**config.mk**
```make
export PLATFORM = sky130hd
export DESIGN_NAME = mbg_ctrl
export DESIGN_NICKNAME = d
export VERILOG_FILES = /design/src/design/mbg_pkg.sv /design/src/design/mbg_ctrl.sv
export SDC_FILE = /design/constraint.sdc
export NUM_CORES = 1
export LEC_CHECK = 0
export BUFFER_PORTS_ARGS = -buffer_cell sky130_fd_sc_hd__buf_2
export CORE_UTILIZATION = 35
export DETAILED_ROUTE_END_ITERATION = 6
export GPL_TIMING_DRIVEN = 0
export PLACE_DENSITY = 0.7
export SYNTH_ARGS = -nofsm -noshare
export SYNTH_HDL_FRONTEND = slang
export SYNTH_SLANG_ARGS = --single-unit
```
**constraint.sdc**
```tcl
create_clock -name aclk -period 1.6 [get_ports aclk]
set_clock_uncertainty 0.15 [all_clocks]
set_input_delay 0.4 -clock aclk [delete_from_list [all_inputs] [get_ports aclk]]
set_output_delay 0.4 -clock aclk [all_outputs]
set_load 0.02 [all_outputs]
```
**src/design/mbg_pkg.sv**
```systemverilog
`timescale 1ns / 1ps

package mbg_pkg;

    localparam int MAX_COLS   = 64;
    localparam int MAX_ROWS   = 64;
    localparam int COL_W      = $clog2(MAX_COLS);
    localparam int ROW_W      = $clog2(MAX_ROWS);
    localparam int CELL_COUNT = MAX_COLS * MAX_ROWS;
    localparam int ADDR_W     = $clog2(CELL_COUNT);
    localparam int CNT_W      = ADDR_W + 1;
    localparam int SIZE_W     = 7;

    localparam logic [1:0] OP_RESTART = 2'd0;
    localparam logic [1:0] OP_STEP    = 2'd1;
    localparam logic [1:0] OP_READ    = 2'd2;

    localparam logic [1:0] DIR_N = 2'd0;
    localparam logic [1:0] DIR_E = 2'd1;
    localparam logic [1:0] DIR_S = 2'd2;
    localparam logic [1:0] DIR_W = 2'd3;

    localparam logic CFG_WIDTH  = 1'b0;
    localparam logic CFG_HEIGHT = 1'b1;

    typedef enum logic [2:0] {
        ST_RESTARTED   = 3'd0,
        ST_CARVED      = 3'd1,
        ST_BACKTRACKED = 3'd2,
        ST_IDLE        = 3'd3,
        ST_READ        = 3'd4
    } status_t;

    typedef enum logic [3:0] {
        S_BOOT,
        S_IDLE,
        S_RESTART,
        S_READ,
        S_TOP_RD,
        S_TOP,
        S_SCAN,
        S_CARVE,
        S_CARVE2,
        S_BACK,
        S_DONE
    } fsm_state_t;

    typedef struct packed {
        logic    latch_in;
        logic    clear_wr;
        logic    stack_rd;
        logic    take_top;
        logic    scan;
        logic    carve;
        logic    carve2;
        logic    back;
        logic    read;
        logic    load_res;
        status_t res_status;
    } cmd_t;

    typedef struct packed {
        logic clr_last;
        logic step_ok;
        logic found;
        logic scan_end;
        logic out_free;
    } sts_t;

    // Fisher-Yates over N,E,S,W, positions 3 down to 1.
    function automatic logic [3:0][1:0] shuffle_dirs(input logic [1:0] p4,
                                                     input logic [1:0] p3,
                                                     input logic       p2);
        logic [3:0][1:0] ord;
        logic [1:0]      t;
        logic [1:0]      j;
        begin
            ord[0] = DIR_N;
            ord[1] = DIR_E;
            ord[2] = DIR_S;
            ord[3] = DIR_W;
            t       = ord[3];
            ord[3]  = ord[p4];
            ord[p4] = t;
            j       = (p3 == 2'd3) ? 2'd2 : p3;
            t       = ord[2];
            ord[2]  = ord[j];
            ord[j]  = t;
            t       = ord[1];
            ord[1]  = ord[{1'b0, p2}];
            ord[{1'b0, p2}] = t;
            return ord;
        end
    endfunction

endpackage

```
**src/design/mbg_ctrl.sv**
```systemverilog
`timescale 1ns / 1ps

module mbg_ctrl
    import mbg_pkg::*;
(
    input  logic       aclk,
    input  logic       aresetn,
    input  logic       s_valid,
    output logic       s_ready,
    input  logic [1:0] s_opcode,
    input  sts_t       sts,
    output cmd_t       cmd
);

    fsm_state_t state_reg, state_next;
    status_t    kind_reg, kind_next;

    always_ff @(posedge aclk) begin
        if (!aresetn) begin
            state_reg <= S_BOOT;
            kind_reg  <= ST_IDLE;
        end else begin
            state_reg <= state_next;
            kind_reg  <= kind_next;
        end
    end

    always_comb begin
        state_next     = state_reg;
        kind_next      = kind_reg;
        cmd            = '0;
        cmd.res_status = kind_reg;
        s_ready        = 1'b0;
        case (state_reg)
            S_BOOT: begin
                cmd.clear_wr = 1'b1;
                if (sts.clr_last) begin
                    state_next = S_IDLE;
                end
            end
            S_IDLE: begin
                s_ready = 1'b1;
                if (s_valid) begin
                    cmd.latch_in = 1'b1;
                    case (s_opcode)
                        OP_RESTART: begin
                            state_next = S_RESTART;
                            kind_next  = ST_RESTARTED;
                        end
                        OP_READ: begin
                            state_next = S_READ;
                            kind_next  = ST_READ;
                        end
                        OP_STEP: begin
                            if (sts.step_ok) begin
                                state_next = S_TOP_RD;
                            end else begin
                                state_next = S_DONE;
                                kind_next  = ST_IDLE;
                            end
                        end
                        default: begin
                            state_next = S_DONE;
                            kind_next  = ST_IDLE;
                        end
                    endcase
                end
            end
            S_RESTART: begin
                cmd.clear_wr = 1'b1;
                if (sts.clr_last) begin
                    state_next = S_DONE;
                end
            end
            S_READ: begin
                cmd.read   = 1'b1;
                state_next = S_DONE;
            end
            S_TOP_RD: begin
                cmd.stack_rd = 1'b1;
                state_next   = S_TOP;
            end
            S_TOP: begin
                cmd.take_top = 1'b1;
                state_next   = S_SCAN;
            end
            S_SCAN: begin
                if (sts.found) begin
                    state_next = S_CARVE;
                end else if (sts.scan_end) begin
                    state_next = S_BACK;
                end else begin
                    cmd.scan = 1'b1;
                end
            end
            S_CARVE: begin
                cmd.carve  = 1'b1;
                state_next = S_CARVE2;
            end
            S_CARVE2: begin
                cmd.carve2 = 1'b1;
                kind_next  = ST_CARVED;
                state_next = S_DONE;
            end
            S_BACK: begin
                cmd.back   = 1'b1;
                kind_next  = ST_BACKTRACKED;
                state_next = S_DONE;
            end
            S_DONE: begin
                if (sts.out_free) begin
                    cmd.load_res = 1'b1;
                    state_next   = S_IDLE;
                end
            end
            default: begin
                state_next = S_IDLE;
            end
        endcase
    end

endmodule

```
Word level (Yosys, flattened, before mapping)
Cells that the tools add are included.

cells by class
  add/subtract/negate cells = 0
  $mul = 0
  divide/modulo/power cells = 0
  magnitude comparators = 0
  equality and inequality tests = 18
  shifts and indexed selects = 0
  mux-type cells = 28
  bitwise gates (word level) = 0
  reduce and logical (&&, ||, !) cells = 7

operators by type and width
  cell                count
  $pmux 4 s9          1
  $mux 4              7
  $pmux 3 s3          2
  $eq 4x3->1 const B  4
  $mux 1              15
  $eq 4x4->1 const B  3
  $pmux 4 s3          1
  $eq 4x2->1 const B  2
  $ne 2x2->1 const B  4
  $mux 3              2
  $ne 3x3->1 const B  2
  $reduce_and 5->1    1
  $eq 4x1->1 const B  1
  $logic_not 4->1     1
  $reduce_and 3->1    1
  $reduce_bool 3->1   1
  $reduce_or 3->1     1
  $eq 2x1->1 const B  1
  $eq 2x2->1 const B  1
  $logic_not 2->1     1
  $reduce_or 2->1     1

word-level totals
  flip-flop bits (word level) = 7
  bits in latches = 0
  RAM bits = 0
  ROM bits = 0
  input port bits = 10
  output and inout port bits = 14
  logic and storage cells = 55
  memories kept = 0

Logic depth before layout (Yosys ltp)
  depth in word-level cells = 4
  mapped depth = 5
  depth with buffers taken out = 5

Worst setup path before layout
No wires, ideal clock.

  path kind = register -> output
  start = register state_reg[3]
  end = output port cmd[12] (netlist bit)
  arrival time = 1.332 ns
  required time = 1.050 ns
  slack = -0.282 ns
  cell stages (with the launch flop) = 4
  buffers on the path = 0
  path through = dfxtp_1 -> or4b_4 -> inv_1 -> and2_1

RTL lines
  element                 RTL line        source
  start, declared         mbg_ctrl.sv:15  fsm_state_t state_reg, state_next;
  start signal, assigned  mbg_ctrl.sv:23  state_reg <= state_next;
  end, declared           mbg_ctrl.sv:12  output cmd_t cmd

==> load_flow_metrics.sql <==
INSERT INTO impl_metrics (metric_group, metric, value, unit) VALUES
('run_status', 'run_status', 'complete, but fails checks', ''),
('run_status', 'violations', 'negative setup slack', ''),
('routing', 'totalWireLength', '2260', 'um'),
('clock_network', 'cts_buffer_depth', '2', ''),
('synth', 'ys_top_cells_by_area', 'dfxtp_1 (25%), nor2_1 (4.7%), a21oi_1 (4.5%)', ''),
('synth', 'post_synth_cell_types', '34', ''),
('placement', 'hpwlAfterDp', '1190', 'um'),
('min_path', 'hold_path_class', 'in2reg', ''),
('layout', 'area_growth_syn_to_layout', '100', '%'),
('setup_path', 'criticalPathCategory', 'reg2out', ''),
('timing', 'relSlewSlack', '0.687', ''),
('setup_path', 'r2r_end', 'kind_reg[2]$_SDFFE_PN0P_', ''),
('layout', 'final-instance-count-excl-fill', '134', ''),
('layout', 'number_of_flip_flops_under_the_largest_register_name', '4', ''),
('routing', 'detail_route.drc_violations', '0', ''),
('clock_network', 'clkSlewWorstSetupHoldPaths', '0.06', 'ns'),
('timing', 'final.period_utilization', '1.27', ''),
('timing', 'tightest_slew', '0.467', 'ns'),
('setup_path', 'timing.critical_path.slowest_cell_delay', '0.55', 'ns'),
('floorplanning', 'initial_core_util', '0.373', ''),
('synth', 'ys_ff_latch', '7', ''),
('setup_path', 'crit_path_start_kind', 'flop', ''),
('layout', 'multi_input_area', '528', 'sq um'),
('timing', 'finalSetupViolations', '18', ''),
('timing', 'max_clock_freq', '494', 'MHz'),
('min_path', 'min_delay_worst_endpoint', 'kind_reg[0]$_SDFFE_PN1P_', ''),
('synth', 'synth_largest_type_area_fraction', '0.252', ''),
('clock_network', 'ctsHoldBuffers', '0', ''),
('layout', 'commonest_cells_after_routing_fill_and_taps_aside', 'buf_4 (17), buf_2 (13), buf_6 (9)', ''),
('setup_path', 'worstPathBufferInverterCount', '1', ''),
('placement', 'dp_cells', '113', ''),
('pwr', 'p_clk_frac', '0.180', ''),
('grt', 'antenna_found_initial', '0', ''),
('synth', 'synth.avg_cell_area', '7.51', 'sq um'),
('timing', 'timing_hold_violations_final', '0', ''),
('floorplanning', 'die_height', '41.8', 'um'),
('pwr', 'net-switching-power', '0.000357', 'W'),
('routing', 'ant_nets', '0', ''),
('setup_path', 'critical-path-slowest-cell', 'or3b_2', ''),
('synth', 'area_of_the_mapped_netlist', '556', 'sq um'),
('floorplanning', 'dieWidth', '41.8', 'um'),
('clock_network', 'sink_count_of_the_clock_tree', '7', ''),
('synth', 'async_reset_ff_frac', '0', ''),
('floorplanning', 'core-area', '1490', 'sq um'),
('pwr', 'worst_ir_drop_vdd', '0.000597', 'V'),
('pwr', 'combinationalPowerShare', '0.568', ''),
('pwr', 'seq_power_share', '0.252', ''),
('clock_network', 'cts-root-buf', 'clkbuf_4', ''),
('layout', 'drive_gt1_frac', '0.669', ''),
('min_path', 'worst_hold_startpoint', 'aresetn', ''),
('timing', 'grt_setup_unrepaired', 'true', ''),
('timing', 'tns', '-4.29', 'ns'),
('pwr', 'power_density', '809', 'nW/um^2'),
('clock_network', 'clk-insertion-delay-late', '0.25', 'ns'),
('setup_path', 'worst-endpoint-arrival', '1.47', 'ns'),
('run', 'maxCapViolCount', '0', ''),
('synth', 'synthesis_warning_total', '0', ''),
('setup_path', 'timing.critical_path.to_type', 'output pin', ''),
('clock_network', 'cts.htree.levels', '1', ''),
('setup_path', 'worst_r2r_startpoint', 'state_reg[1]$_SDFFE_PN0P_', ''),
('layout', 'mostFrequentLayoutCell', 'buf_4', ''),
('min_path', 'hold_path_depth', '2', ''),
('timing', 'timing.final.ws_setup', '-0.424', 'ns'),
('placement', 'routabilityCongestion', '0.867', ''),
('clock_network', 'cts-buffers-inserted', '3', ''),
('routing', 'vias_after_detailed_routing', '784', ''),
('routing', 'viasPerCell', '5.85', ''),
('layout', 'sequential_cell_area', '150', 'sq um'),
('layout', 'diodes', '0', ''),
('routing', 'drt-pass1-iter-count', '4', ''),
('synth', 'synth_edf_count', '0', '');
## cells in the mapped netlist, types with 2 or more instances
master and n:
a211oi_1 2, a21oi_1 5, clkbuf_1 4, dfxtp_1 7
inv_1 3, nand2_1 2, nand2b_1 3, nand3_1 2
nand3b_1 3, nor2_1 7, nor2b_1 4, nor3_1 5
o21a_1 2, o21ai_0 5
## worst max-delay path by stage
stage,from,endpoint,slack (ns),cells past startpoint
after detailed placement,state_reg[0]$_SDFFE_PN0P_,cmd[12],-0.24,4
final,state_reg[3]$_SDFFE_PN0P_,cmd[6],-0.42,3
after CTS,state_reg[2]$_SDFFE_PN0P_,cmd[12],-0.42,4
after global routing,state_reg[1]$_SDFFE_PN0P_,cmd[12],-0.46,4
after global placement,state_reg[0]$_SDFFE_PN0P_,cmd[12],-0.24,4
after floorplan,state_reg[1]$_SDFFE_PN0P_,cmd[12],-0.15,3
## cell type report
type                    count  share of cell area
well taps                  16              0.0180
inverters                   3              0.0135
flip-flops and latches      7               0.135
plain buffers               3              0.0382
clock buffers               3              0.0202
multi-input cells          60               0.475
repair buffers             41               0.296
clock inverters             1             0.00450
## per-stage QoR
step,cell area [sq um],utilization,setup slack (ns),power (W)
final,1110,0.747,-0.424,0.000900
after floorplan,584,-,-0.151,0.000424
after global placement,719,0.483,-0.236,0.000501
after detailed placement,719,0.483,-0.236,0.000508
after CTS,986,0.662,-0.420,0.000804
after global routing,1110,0.747,-0.464,0.000948
## power by group through the flow
stage	Combinational [W]	Sequential, W	Clock, W
2_1_floorplan	0.000193	0.000230	0
3_3_place_gp	0.000281	0.000220	0
3_5_place_dp	0.000288	0.000219	0
4_1_cts	0.000417	0.000221	0.000165
5_1_grt	0.000537	0.000231	0.000180
6_report	0.000511	0.000227	0.000162
## worst register-to-register path, cell delays in order (launching register included)
cell	delay [ns]
dfxtp_2	0.34
or4b_4	0.56
buf_4	0.15
buf_6	0.11
o21a_4	0.21
or3_1	0.31
a21oi_1	0.12
## layer usage
layer  track usage  share of wire
met1         0.267           0.45
met3        0.0565          0.040
met4         0.103          0.014
met2         0.372           0.49
met5             0              0
## cells by family after synthesis
family                 share of synthesized area
AOI/OAI and AO/OA                          0.266
buffers and inverters                     0.0473
DFF                                        0.252
and+or+nand+nor                            0.435
## repair_timing
item,4_1_cts,5_1_grt
buffers inserted,9,10
setup endpoints to repair,18,18
pin swaps,7,8
gates resized for setup,52,18
(Power assumes the default switching activity.)
